File: src/design/mexp_pkg.sv
// ----------------------------------------------------------------------------
// Modular exponentiation package
// Widths, controller states and the command/status groups that join the
// controller to the datapath.
// ----------------------------------------------------------------------------
package mexp_pkg;

    // Field widths
    localparam int MOD_BITS  = 31;
    localparam int EXP_BITS  = 63;
    localparam int BASE_BITS = 63;
    localparam int RES_BITS  = 31;

    // A full product of two residues
    localparam int PROD_BITS = 2 * MOD_BITS;

    // The remainder shifter takes either the base or a product as its dividend
    localparam int DIV_BITS  = (BASE_BITS > PROD_BITS) ? BASE_BITS : PROD_BITS;

    // Counter over the dividend bits, one bit per cycle
    localparam int CNT_BITS  = $clog2(DIV_BITS);

    // Controller states
    typedef enum logic [2:0] {
        ST_IDLE,
        ST_BASE,
        ST_CHECK,
        ST_MULT,
        ST_REDUCE,
        ST_COMMIT,
        ST_DONE
    } t_state;

    // Commands from the controller to the datapath
    typedef struct packed {
        logic load;       // capture a new request
        logic mult;       // form both products
        logic step;       // one remainder step on both lanes
        logic take_base;  // reduced base becomes the running power
        logic commit;     // update accumulator, power and exponent
    } t_dp_cmd;

    // Status from the datapath to the controller
    typedef struct packed {
        logic exp_zero;   // no exponent bits left to scan
    } t_dp_status;

endpackage

File: src/design/mexp_controller.sv
// ----------------------------------------------------------------------------
// Modular exponentiation controller
// Sequences base reduction, then one multiply and reduce round per exponent
// bit until no set exponent bits remain, then hands the result over.
// ----------------------------------------------------------------------------
module mexp_controller (
    input  logic                 i_clk,
    input  logic                 i_rst_n,
    input  logic                 i_start,
    input  logic                 i_out_free,
    input  mexp_pkg::t_dp_status i_status,
    output mexp_pkg::t_dp_cmd    o_cmd,
    output logic                 o_ready,
    output logic                 o_done
);
    import mexp_pkg::*;

    t_state              r_state;
    t_state              n_state;
    logic [CNT_BITS-1:0] r_cnt;
    logic [CNT_BITS-1:0] n_cnt;
    logic                w_last;

    assign w_last = (r_cnt == CNT_BITS'(DIV_BITS - 1));

    // State and bit counter registers
    always_ff @(posedge i_clk) begin
        if (!i_rst_n) begin
            r_state <= ST_IDLE;
            r_cnt   <= '0;
        end else begin
            r_state <= n_state;
            r_cnt   <= n_cnt;
        end
    end

    // Next state and commands
    always_comb begin
        n_state = r_state;
        n_cnt   = r_cnt;
        o_cmd   = '0;
        o_ready = 1'b0;
        o_done  = 1'b0;
        case (r_state)
            ST_IDLE: begin
                o_ready = 1'b1;
                if (i_start) begin
                    o_cmd.load = 1'b1;
                    n_cnt      = '0;
                    n_state    = ST_BASE;
                end
            end
            ST_BASE: begin
                o_cmd.step = 1'b1;
                n_cnt      = r_cnt + 1'b1;
                if (w_last) begin
                    n_state = ST_CHECK;
                end
            end
            ST_CHECK: begin
                // The first pass after base reduction picks up the power
                if (r_cnt == '0) begin
                    n_state = i_status.exp_zero ? ST_DONE : ST_MULT;
                end else begin
                    o_cmd.take_base = 1'b1;
                    n_cnt           = '0;
                end
            end
            ST_MULT: begin
                o_cmd.mult = 1'b1;
                n_cnt      = '0;
                n_state    = ST_REDUCE;
            end
            ST_REDUCE: begin
                o_cmd.step = 1'b1;
                n_cnt      = r_cnt + 1'b1;
                if (w_last) begin
                    n_state = ST_COMMIT;
                end
            end
            ST_COMMIT: begin
                o_cmd.commit = 1'b1;
                n_cnt        = '0;
                n_state      = ST_CHECK;
            end
            ST_DONE: begin
                o_done = i_out_free;
                if (i_out_free) begin
                    n_state = ST_IDLE;
                end
            end
            default: begin
                n_state = ST_IDLE;
            end
        endcase
    end

endmodule

File: config.mk
export PLATFORM = sky130hd
export DESIGN_NAME = mexp_controller
export DESIGN_NICKNAME = d
export VERILOG_FILES = /design/src/design/mexp_pkg.sv /design/src/design/mexp_controller.sv
export SDC_FILE = /design/constraint.sdc
export NUM_CORES = 1
export LEC_CHECK = 0
export ABC_AREA = 1
export BUFFER_PORTS_ARGS = -buffer_cell sky130_fd_sc_hd__buf_2
export CAP_MARGIN = 20
export CORE_MARGIN = 5
export CORE_UTILIZATION = 41
export CTS_CLUSTER_DIAMETER = 30
export DETAILED_ROUTE_END_ITERATION = 10
export SYNTH_ARGS = -nofsm -noshare
export SYNTH_HDL_FRONTEND = slang
export SYNTH_SLANG_ARGS = --single-unit
export TNS_END_PERCENT = 30
File: constraint.sdc
create_clock -name i_clk -period 2.7 [get_ports i_clk]
set_input_delay 0.27 -clock i_clk [delete_from_list [all_inputs] [get_ports i_clk]]
set_output_delay 0.27 -clock i_clk [all_outputs]
set_load 0.005 [all_outputs]
; After elaboration in Yosys (flattened, before gate mapping)
; Cells that the tools add are included.
[totals]
out_inout_bits = 7
inputBits = 5
word_cells = 42
register_bits = 9
[classes]
muxes = 19
eq_ne = 13
n_reduce_logical = 7
addsub = 1
[ops]
columns = cell, n
row1 = one-hot mux 6 bit (4 select lines), 1
row2 = one-hot mux 3 bit (7 select lines), 1
row3 = 2-to-1 mux 3 bit, 6
row4 = 2-to-1 mux 6 bit, 2
row5 = "inequality test 2 bit, second input constant", 6
row6 = "== test 3 bit, second input constant", 3
row7 = 2-to-1 mux 1 bit, 9
row8 = "adder 6 x 1 -> 6 bit, second input constant", 1
row9 = "== test 3 x 2 -> 1 bit, second input constant", 2
row10 = "== test 6 bit, second input constant", 1
row11 = zero test 6 bit, 1
row12 = AND reduction 5 bit, 1
row13 = nonzero test 4 bit, 1
row14 = OR reduction 2 bit, 2
row15 = "== test 3 x 1 -> 1 bit, second input constant", 1
row16 = zero test 3 bit, 1
row17 = AND reduction 3 bit, 1

; Logic depth before layout (Yosys ltp)
[logic_depth]
depth_word = 4
ltp_mapped = 10
depth_no_buf = 10

; Worst setup path after synthesis
; Ideal clock, no wire load.
[synth_timing]
path_type = flip-flop to output port
startpoint = register r_cnt[0]
endpoint = output port o_cmd[1] in the netlist's numbering
arrival_ns = 0.940
slack_ns = 1.490
path_stages_with_launch = 6
required_time_ns = 2.430
path_buffers = 0
cell_sequence = dfxtp_1 inv_1 ha_1 nand3_1 nand2_1 inv_1
[synth_lines]
columns = item, line
row1 = from (decl), mexp_controller.sv:20  ; logic [CNT_BITS-1:0] r_cnt;
row2 = from (signal assigned), mexp_controller.sv:33  ; r_cnt <= n_cnt;
row3 = to (decl), mexp_controller.sv:12  ; output mexp_pkg::t_dp_cmd o_cmd,

==> flow_metrics.env <==
export IMPL_grt_pass1_vias=563
export IMPL_power_share_combinational_pct=52.6
export IMPL_switching_share_pct=46.9
export IMPL_drt_iter0_drc=7
export IMPL_groute_usage_overall_pct=11.6
export IMPL_final_common_cell="nand2_1"
export IMPL_cts_max_level=1
export IMPL_grt_max_degree=10
export IMPL_fin_skew_ns=0.00501
export IMPL_fp_coreArea_mm2=0.00152
export IMPL_yosysSeqAreaShare_pct=27.0
export IMPL_clockBufferDepth=2
export IMPL_worst_hold_path_num_cells=3
export IMPL_ant_nets=0
export IMPL_drive_gt1_share_pct=22.5
export IMPL_grt_setup_unrepaired="no"
export IMPL_rr_worst_depth=8
export IMPL_wire_per_inst_um=10.6
export IMPL_antenna_found_initial=0
export IMPL_p_sw_mw=0.303
export IMPL_die_w_um=50.4
export IMPL_leakagePower_nw=0.383
export IMPL_min_to="r_state[1]"
export IMPL_r2r_start="r_cnt[0]"
export IMPL_numCtsBuffers=3
export IMPL_nNetsFinal=129
export IMPL_critPathRequiredTime_ns=2.43
export IMPL_r2r_end="r_state[0]"
export IMPL_io_buffers=11
export IMPL_powerDensity_mw_per_mm2=851
export IMPL_hold_class="in2reg"
export IMPL_drcViolationCount=0
export IMPL_routed_wl_mm=1.44
export IMPL_grt_pass1_wl_mm=2.25
export IMPL_tightestPinTransition_ns=0.379
export IMPL_synth_cell_type_count=21
export IMPL_synth_nets=114
export IMPL_yosys_warnings=0
export IMPL_cap_violations=0
export IMPL_finalNonFillerCells=136
export IMPL_fp_row_count=14
export IMPL_finalHoldViolations=0
export IMPL_worstHoldStart="i_rst_n"
export IMPL_ys_ff_latch=9
export IMPL_critical_path_class="reg2out"
export IMPL_synth_area_per_cell_um2=6.30
export IMPL_setup_tns_ns=0
export IMPL_clkLatencyLatePin_ns=0.26
export IMPL_slew_violations=0
export IMPL_root_buffer="clkbuf_4"
export IMPL_viasPerCell=4.70
export IMPL_cts_sinks=9
export IMPL_first_pass_iters=4
export IMPL_cts_setup_buffers=0
export IMPL_start_util_pct=43.8
export IMPL_cts_hold_buffers=0
export IMPL_worstPathMaxFanout=4
export IMPL_arrival_ns=1.39
export IMPL_cp_start_kind="flip-flop"
export IMPL_final_min_clock_period_ns=1.66
export IMPL_cts_tree="built"
export IMPL_die_area_mm2=0.00254
export IMPL_io_pins=12
export IMPL_pwr_share_clk_pct=16.4
export IMPL_diodes=0
export IMPL_vias=639
export IMPL_max_clock_freq_mhz=601
export IMPL_end_kind="output port"
export IMPL_clk_pin_slew_ns=0.07
export IMPL_p_int_mw=0.343
export IMPL_synthesis_area_um2=668
export IMPL_reg2reg_slack_ns=1.40
export IMPL_status="finished, final reports clean"
export IMPL_slew_headroom_pct=74.7
export IMPL_routabilityCongestion=0.826
export IMPL_hpwl_mm=1.13
export IMPL_area_delta_synth_final_pct=13.5
export IMPL_finalCritPeriodShare_pct=61.6
export IMPL_mostFrequentLayoutCells="nand2_1 (32), inv_1 (14), nor2_1 (14)"
export IMPL_cts_resized=0
export IMPL_peakVddDrop_v=0.000402
export IMPL_setup_violations=0
export IMPL_die_y_um=50.4
export IMPL_seqPwrFrac_pct=31.0
export IMPL_grt_overflow_total=0
export IMPL_synthesis_instances=106
export IMPL_placed_cells=132
## power groups by stage
stage | clock network (mW) | logic (mW) | registers [mW]
after floorplan | 0 | 0.294 | 0.180
after global placement | 0 | 0.343 | 0.202
after detailed placement | 0 | 0.344 | 0.203
after CTS | 0.110 | 0.345 | 0.200
after global routing | 0.117 | 0.385 | 0.205
final | 0.106 | 0.339 | 0.200
## critical path, stage by stage (launching register included)
cell and delay [ns]:
dfxtp_1 0.37, inv_1 0.09, ha_1 0.19, nand3_1 0.14, nand2_1 0.15, inv_1 0.09
buf_2 0.11
## registers in the layout (all words and copies together), names as in the netlist
signal   flops
r_cnt        6
r_state      3
## layout make-up
| type | count | area, um2 |
|---|---|---|
| clock buffers | 4 | 26.3 |
| fillers | 155 | 766 |
| inverters | 18 | 67.6 |
| multi-input cells | 78 | 409 |
| flip-flops and latches | 9 | 180 |
| well taps | 16 | 20.0 |
| repair buffers | 11 | 55.1 |
## routing by layer
metal / global-route usage (%) / part of all wire [%]
met5: 0 / 0
met1: 12.5 / 46
met3: 3.85 / 6.8
met2: 19.9 / 46
met4: 6.38 / 0.76
## metrics by stage
step	cell area (um2)	setup slack [ns]	util (%)	hold WS (ns)	total power [mW]
after floorplan	668	1.49	-	0.390	0.474
after global placement	732	1.37	48.0	0.487	0.545
after detailed placement	732	1.31	48.0	0.491	0.547
after CTS	758	1.02	49.8	0.243	0.655
after global routing	758	0.930	49.8	0.247	0.708
final	758	1.04	49.8	0.249	0.645
## synth_stat cells
cell | count | area (um2)
nor2_2 | 1 | 6.26
or2_2 | 1 | 6.26
nor3_1 | 1 | 5.00
a21oi_2 | 1 | 8.76
nand2_4 | 2 | 22.5
dfxtp_1 | 9 | 180
nand3_4 | 1 | 17.5
nand3b_1 | 1 | 7.51
nand2_2 | 1 | 6.26
ha_1 | 3 | 37.5
nand2_1 | 32 | 120
buf_6 | 1 | 11.3
o21ai_4 | 1 | 16.3
nor2_4 | 1 | 11.3
inv_2 | 4 | 15.0
nand4_1 | 1 | 6.26
o21ai_0 | 3 | 15.0
inv_1 | 14 | 52.6
nor2_1 | 14 | 52.6
a21oi_1 | 6 | 30.0
nand3_1 | 8 | 40.0
## how the worst max path moves through the flow
stage / from / end / slack [ns] / cells past startpoint
after floorplan: r_cnt[0] / o_cmd[1] / 1.49 / 5
after global placement: r_cnt[0] / o_cmd[1] / 1.37 / 6
after detailed placement: r_cnt[0] / o_cmd[1] / 1.31 / 6
after CTS: r_cnt[0] / o_cmd[1] / 1.02 / 6
after global routing: r_cnt[0] / o_cmd[1] / 0.93 / 6
final: r_cnt[0] / o_cmd[1] / 1.04 / 6
## cells by family (layout without fill, tap and decap cells)
kind of cell               Yosys count  count (layout)  share of synthesized area (%)
buffers and inverters               19              33                           11.8
DFF                                  9               9                           27.0
and+or+nand+nor                     64              64                           45.1
AOI/OAI and AO/OA                   11              11                           10.5
adders and majority gates            3               3                           5.62
Note: power is estimated with default switching activity, not from simulation.
