==> config.mk <==
export PLATFORM = sky130hd
export DESIGN_NAME = mexp_datapath
export DESIGN_NICKNAME = d
export VERILOG_FILES = /design/src/design/mexp_pkg.sv /design/src/design/mexp_datapath.sv
export SDC_FILE = /design/constraint.sdc
export NUM_CORES = 2
export LEC_CHECK = 0
export BUFFER_PORTS_ARGS = -buffer_cell sky130_fd_sc_hd__buf_2
export CAP_MARGIN = 10
export CORE_UTILIZATION = 60
export DETAILED_ROUTE_END_ITERATION = 7
export PLACE_DENSITY = 0.85
export SYNTH_ARGS = -nofsm -noshare
export SYNTH_HDL_FRONTEND = slang
export SYNTH_SLANG_ARGS = --single-unit
==> constraint.sdc <==
create_clock -name i_clk -period 9.35 [get_ports i_clk]
set_input_delay 0 -clock i_clk [delete_from_list [all_inputs] [get_ports i_clk]]
set_output_delay 0 -clock i_clk [all_outputs]
set_load 0.01 [all_outputs]
==> src/design/mexp_pkg.sv <==
// ----------------------------------------------------------------------------
// Modular exponentiation package
// Widths, controller states and the command/status groups that join the
// controller to the datapath.
// ----------------------------------------------------------------------------
package mexp_pkg;

    // Field widths
    localparam int MOD_BITS  = 31;
    localparam int EXP_BITS  = 63;
    localparam int BASE_BITS = 63;
    localparam int RES_BITS  = 31;

    // A full product of two residues
    localparam int PROD_BITS = 2 * MOD_BITS;

    // The remainder shifter takes either the base or a product as its dividend
    localparam int DIV_BITS  = (BASE_BITS > PROD_BITS) ? BASE_BITS : PROD_BITS;

    // Counter over the dividend bits, one bit per cycle
    localparam int CNT_BITS  = $clog2(DIV_BITS);

    // Controller states
    typedef enum logic [2:0] {
        ST_IDLE,
        ST_BASE,
        ST_CHECK,
        ST_MULT,
        ST_REDUCE,
        ST_COMMIT,
        ST_DONE
    } t_state;

    // Commands from the controller to the datapath
    typedef struct packed {
        logic load;       // capture a new request
        logic mult;       // form both products
        logic step;       // one remainder step on both lanes
        logic take_base;  // reduced base becomes the running power
        logic commit;     // update accumulator, power and exponent
    } t_dp_cmd;

    // Status from the datapath to the controller
    typedef struct packed {
        logic exp_zero;   // no exponent bits left to scan
    } t_dp_status;

endpackage

==> src/design/mexp_datapath.sv <==
// ----------------------------------------------------------------------------
// Modular exponentiation datapath
// Holds the exponent, accumulator and running power, two 31 by 31 bit
// multipliers and two bit-serial remainder lanes. Lane 0 reduces the
// accumulator product, lane 1 reduces the base and then the square.
// ----------------------------------------------------------------------------
module mexp_datapath (
    input  logic                          i_clk,
    input  mexp_pkg::t_dp_cmd             i_cmd,
    input  logic [mexp_pkg::BASE_BITS-1:0] i_base,
    input  logic [mexp_pkg::EXP_BITS-1:0]  i_exp,
    input  logic [mexp_pkg::MOD_BITS-1:0]  i_modulus,
    output mexp_pkg::t_dp_status          o_status,
    output logic [mexp_pkg::RES_BITS-1:0]  o_residue
);
    import mexp_pkg::*;

    logic [EXP_BITS-1:0]  r_exp;
    logic [MOD_BITS-1:0]  r_acc;
    logic [MOD_BITS-1:0]  r_pow;
    logic [DIV_BITS-1:0]  r_div [2];
    logic [MOD_BITS-1:0]  r_rem [2];

    logic [MOD_BITS-1:0]  n_rem [2];
    logic [PROD_BITS-1:0] w_prod_acc;
    logic [PROD_BITS-1:0] w_prod_sq;
    logic [MOD_BITS:0]    w_trial [2];
    logic                 w_mod_one;

    // Products of the current accumulator and power
    assign w_prod_acc = PROD_BITS'(r_acc) * PROD_BITS'(r_pow);
    assign w_prod_sq  = PROD_BITS'(r_pow) * PROD_BITS'(r_pow);

    assign w_mod_one  = (i_modulus == MOD_BITS'(1));

    // One restoring remainder step per lane: shift in the next dividend bit,
    // subtract the modulus when it fits
    always_comb begin
        for (int k = 0; k < 2; k++) begin
            w_trial[k] = {r_rem[k], r_div[k][DIV_BITS-1]};
            if (w_trial[k] >= {1'b0, i_modulus}) begin
                n_rem[k] = MOD_BITS'(w_trial[k] - {1'b0, i_modulus});
            end else begin
                n_rem[k] = w_trial[k][MOD_BITS-1:0];
            end
        end
    end

    // Working registers
    always_ff @(posedge i_clk) begin
        if (i_cmd.load) begin
            r_exp    <= i_exp;
            r_acc    <= w_mod_one ? '0 : MOD_BITS'(1);
            r_div[1] <= DIV_BITS'(i_base);
            r_rem[0] <= '0;
            r_rem[1] <= '0;
        end
        if (i_cmd.mult) begin
            r_div[0] <= DIV_BITS'(w_prod_acc);
            r_div[1] <= DIV_BITS'(w_prod_sq);
            r_rem[0] <= '0;
            r_rem[1] <= '0;
        end
        if (i_cmd.step) begin
            r_div[0] <= {r_div[0][DIV_BITS-2:0], 1'b0};
            r_div[1] <= {r_div[1][DIV_BITS-2:0], 1'b0};
            r_rem[0] <= n_rem[0];
            r_rem[1] <= n_rem[1];
        end
        if (i_cmd.take_base) begin
            r_pow <= r_rem[1];
        end
        if (i_cmd.commit) begin
            if (r_exp[0]) begin
                r_acc <= r_rem[0];
            end
            r_pow <= r_rem[1];
            r_exp <= r_exp >> 1;
        end
    end

    // Status and result; a zero modulus answers zero
    assign o_status.exp_zero = (r_exp == '0);
    assign o_residue = (i_modulus == '0) ? '0 : RES_BITS'(r_acc);

endmodule

# After elaboration in Yosys (flattened, before gate mapping)
# Memory sizes are Yosys's and may differ from the RTL's.
# Index checks and enable logic that the tools add are counted.
[classes]
add_sub_neg = 2
multipliers = 2
n_lt_le_gt_ge = 2
n_eq_ne = 1
muxes = 24
bitwise_logic = 7
reduce_logical = 4
[op_table]
columns = ["cell", "count"]
rows = [
  ["$mux W31", 12],
  ["$mux W63", 3],
  ["$mul A31 B31 Y62", 2],
  ["$mux W62", 2],
  ["$ge A32 B31 Y1", 2],
  ["$logic_not A63 Y1", 1],
  ["$sub A31 B31 Y31", 2],
  ["$eq A31 B1 Y1 const B", 1],
  ["$logic_not A31 Y1", 1],
  ["$mux W1", 7],
  ["$or A1 B1 Y1", 7],
  ["$reduce_bool A2 Y1", 2],
]
[word_totals]
reg_bits = 125
ramBits = 188
out_inout_bits = 32
word_cells = 48
mem_count = 2
[memory_table]
columns = ["name", "words", "word_bits", "rd", "rd_clocked_by_memory_dff", "write_ports", "line", "text"]
rows = [
  ["r_div", 2, 63, 2, 0, 2, "mexp_datapath.sv:21", "logic [DIV_BITS-1:0] r_div [2];"],
  ["r_rem", 2, 31, 2, 0, 2, "mexp_datapath.sv:22", "logic [MOD_BITS-1:0] r_rem [2];"],
]

# Longest topological paths before layout
[depth]
depth_word = 5
ltp_mapped = 32
ltp_nobuf = 28

# Worst setup path after synthesis
# No wires, ideal clock.
[synth_timing]
path_kind = "flip-flop to flip-flop"
from = "reg r_pow[4]"
to = "mem r_div[1][58] in the netlist's numbering (data pin)"
setup_ps = 267
arrival_ps = 7806
setup_slack_ps = 1277
stages_incl_launch_ff = 31
n_path_buf = 4
period_less_slack_ps = 8073
cell_sequence = "edfxtp_1 -> clkbuf_1 -> clkbuf_1 -> clkbuf_1 -> nand2_1 -> fa_1 -> inv_1 -> fa_1 -> fa_1 -> inv_1 -> fa_1 -> inv_1 -> fa_1 -> inv_1 -> fa_1 -> inv_1 -> fa_1 -> fa_1 -> ha_1 -> clkbuf_1 -> a21oi_1 -> a21boi_0 -> o21ai_0 -> a32o_1 -> a31o_2 -> o41ai_1 -> o21a_1 -> or2_2 -> o21ai_0 -> xnor2_1 -> o21ai_0"
[synth_lines]
columns = ["item", "line", "text"]
rows = [
  ["start: declaration", "mexp_datapath.sv:20", "logic [MOD_BITS-1:0] r_pow;"],
  ["start signal: assignment", "mexp_datapath.sv:71", "r_pow <= r_rem[1];"],
  ["start signal: assignment", "mexp_datapath.sv:77", "r_pow <= r_rem[1];"],
  ["end: declaration", "mexp_datapath.sv:21", ""],
]

==> flow_summary.toml <==
[routing]
num_vias = 56700
drcViolationCount = 0
wl_per_cell_um = 21.3
drt_iter0_drc = 4776
drtPass1Iterations = 6
ant_nets = 0
routed_via_density = 5.84
wirelength_um = 207000

[setup_path]
critPathLaunchType = "flop"
cp.arrival_ns = 9.05
required_ns = 9.68
r2r_start = "r_pow[9]"
r2r_cells = 24
path_buf_inv = 4
startpoint = "r_pow[9]"
path_class = "reg2reg"
cp.depth = 24
path_cells = "buf_4, and2_1, fa_1, fa_1, inv_1, fa_1, fa_1, inv_1, fa_1, fa_1, fa_1, fa_1, ha_1, nand2_1, o21ai_0, inv_1, a21oi_1, a31oi_1, a21bo_2, o31a_1, o21ai_0, o21ai_0, mux2i_1, o211ai_1"
cp_slowest_cell = "edfxtp_1"
cpPeakStageDelay_ns = 0.85
cp-endpoint = "r_div[0][58]"
cp-end-kind = "flop"
crit_top_cell = "fa_1"
reg2reg_to = "r_div[0][58]"
rrSetupSlack_ns = 0.63
crit_fanout = 31
cpLargestDelayFamily = "adder cells"

[synth]
ys_ff_latch = 313
synth_top_area_share_pct = 42.4
syn-cell-area_mm2 = 0.0749
async_reset_ff_share_pct = 0
netlist_instances = 7952
synth.net_count = 10300
yosys_most_used_dff = "edfxtp_1"
yosysUniqueCellTypes = 75
synth_top_area_cell = "fa_1"
synth_edf_count = 279
seq_area_frac_synth_pct = 12.1
post_synth.cell_area_avg_um2 = 9.42
ys_top_cells_by_area = "fa_1 42%, edfxtp_1 11%, ha_1 9.8%"
ys_warn_count = 0

[global_route]
grt_pass1_vias = 63400
grt_pass1_wl_um = 335000
grt-ovfl-total = 0
grtUsageTotal_pct = 34.1
grt_antenna_before_repair = 9
grt_max_degree = 84

[outcome]
outcome = "finished clean"

[timing]
tightest_slew_ns = 1.25
setup_tns_ns = 0
fin_crit_ns = 8.72
clock_skew_ns = 0.0300
max_freq_mhz = 115
slew_headroom_pct = 16.7
setup_slack_ns = 0.632
rsz0062_at_grt = "no"
drv_slew = 0
final_hold_viol_count = 0
setup_viol = 0
finalCritPeriodShare_pct = 93.2

[place]
dp_hpwl_um = 163000
gp_congestion = 0.972
dpl_worst_slack_ns = 0.865
post_dp_cell_area_mm2 = 0.0776
portBuffers = 194
dp_cells = 9513

[cells_and_area]
syn2layout_area_growth_pct = 6.84
layout.nets = 10400
final_cells = 9710
drive_gt1_share_pct = 6.09
design_area_mm2 = 0.0800

[clocking]
clock_latency_ns = 0.61
clock-root-buffer = "clkbuf_16"
clock_sinks = 313
cts_tree = "done"
htreeDepth = 2
ctsLongestPathBuffers = 3
cts_inserted_buffers = 35
clkTransAtPathRegs_ns = 0.06
post-cts-setup-buffer-count = 0

[floorplan]
dieArea_mm2 = 0.126
coreArea_mm2 = 0.124
io_pins = 195
die_w_um = 355
start_util_pct = 60.5
rows = 129
die_h_um = 355

[worst_hold_path]
hold_class = "in2reg"

[run]
cap_violations = 0
## logic make-up (layout without fill, tap and decap cells)
family | after synthesis | after routing | share of synthesized area, %
XOR/XNOR | 181 | 181 | 2.12
AO/OA/AOI/OAI | 818 | 818 | 6.75
adder cells (fa/ha/maj) | 2175 | 2175 | 52.2
flip-flops | 313 | 313 | 12.1
AND/OR/NAND/NOR | 2198 | 2198 | 14.3
multiplexers | 119 | 119 | 1.70
other | 0 | 5 | 0
buffers and inverters | 2148 | 2264 | 10.8
## cell usage after synthesis (all sizes together), types with 8 or more instances
| cell | n |
|---|---|
| a211oi | 23 |
| nor4 | 24 |
| a31o | 10 |
| or2 | 16 |
| xor2 | 76 |
| a21o | 111 |
| nor2b | 61 |
| o31ai | 8 |
| ha | 588 |
| clkbuf | 394 |
| and3 | 28 |
| a22oi | 12 |
| a21oi | 256 |
| and2 | 698 |
| xnor2 | 105 |
| a22o | 10 |
| o211ai | 12 |
| nand2b | 46 |
| dfxtp | 34 |
| fa | 1587 |
| a31oi | 19 |
| o21bai | 32 |
| o21a | 17 |
| mux2i | 56 |
| edfxtp | 279 |
| o21ai | 230 |
| nand4 | 38 |
| nor3 | 26 |
| nor2 | 210 |
| or3 | 11 |
| nand2 | 973 |
| inv | 1736 |
| nand3 | 50 |
| buf | 18 |
| mux2 | 63 |
| a21boi | 11 |
## registers in the layout, summed over array words and instances (netlist names)
register / count
r_pow: 31
r_acc: 31
r_rem: 62
r_div: 126
r_exp: 63
## layout make-up
cell class / instances / area (um2)
Antenna cell: 5 / 12.5
Clock buffer: 50 / 962
Clock inverter: 13 / 171
Fill cell: 9303 / 43800
Inverter: 1736 / 6520
Multi-Input combinational cell: 5491 / 57800
Sequential cell: 313 / 9060
Tap cell: 1637 / 2050
Timing Repair Buffer: 465 / 3470
## metal layers
layer  track usage (%)  vias to the layer above  wire, um
li1                  -                    24300         -
met1              41.3                    28400     73300
met4              19.3                        6     13400
met3              7.38                      854     20900
met2              56.5                     3170     99400
met5                 0                        -        35
## worst min-delay path by stage
stage	start	endpoint	slack [ns]	depth (start not counted)
floorplan	i_exp[62]	r_exp[62]	0.15	2
global placement	i_exp[62]	r_exp[62]	0.24	3
detailed placement	i_exp[62]	r_exp[62]	0.26	3
CTS	i_modulus[1]	r_rem[0][1]	0.008	3
global route	i_modulus[1]	r_rem[0][1]	0.05	3
finish	i_modulus[1]	r_rem[0][1]	0.02	3
## through the flow
stage	hold WS [ns]	util, %
final	0.0188	64.6
after global routing	0.0451	64.6
after CTS	0.00752	64.6
after detailed placement	0.260	62.7
after global placement	0.244	62.7
after floorplan	0.147	-
## worst min-delay path: cells and delay by family
family	cells	cell delay, ns
AO/OA/AOI/OAI	1	0.06
adder cells (fa/ha/maj)	1	0.19
buffers and inverters	1	0.19
## cells in the final DEF (no fill, tap or decap), types with 19 or more instances in the layout
master and count:
nor4_1 24, a31oi_1 19, dfxtp_1 32, edfxtp_1 279
nor3_1 25, nand2b_1 46, xnor2_1 105, fa_1 1587
buf_4 132, buf_2 193, a211oi_1 23, mux2i_1 56
nand2_1 972, mux2_2 63, o21ai_0 220, nor2b_1 61
dlygate4sd3_1 128, nand3_1 50, o21bai_1 32, a21o_1 111
a21oi_1 255, nor2_1 210, inv_1 1734, and3_1 28
ha_1 588, xor2_1 76, nand4_1 38, and2_1 697
clkbuf_16 35
## repair_timing
| action | CTS | global route |
|---|---|---|
| resized for setup | 0 | 0 |
| hold endpoints to repair | 127 | 0 |
| hold buffers | 128 | 0 |
| setup endpoints to repair | 0 | 0 |
Power is not shown: default switching activity piles up to over one toggle a cycle in this logic, so the estimate is an artifact.
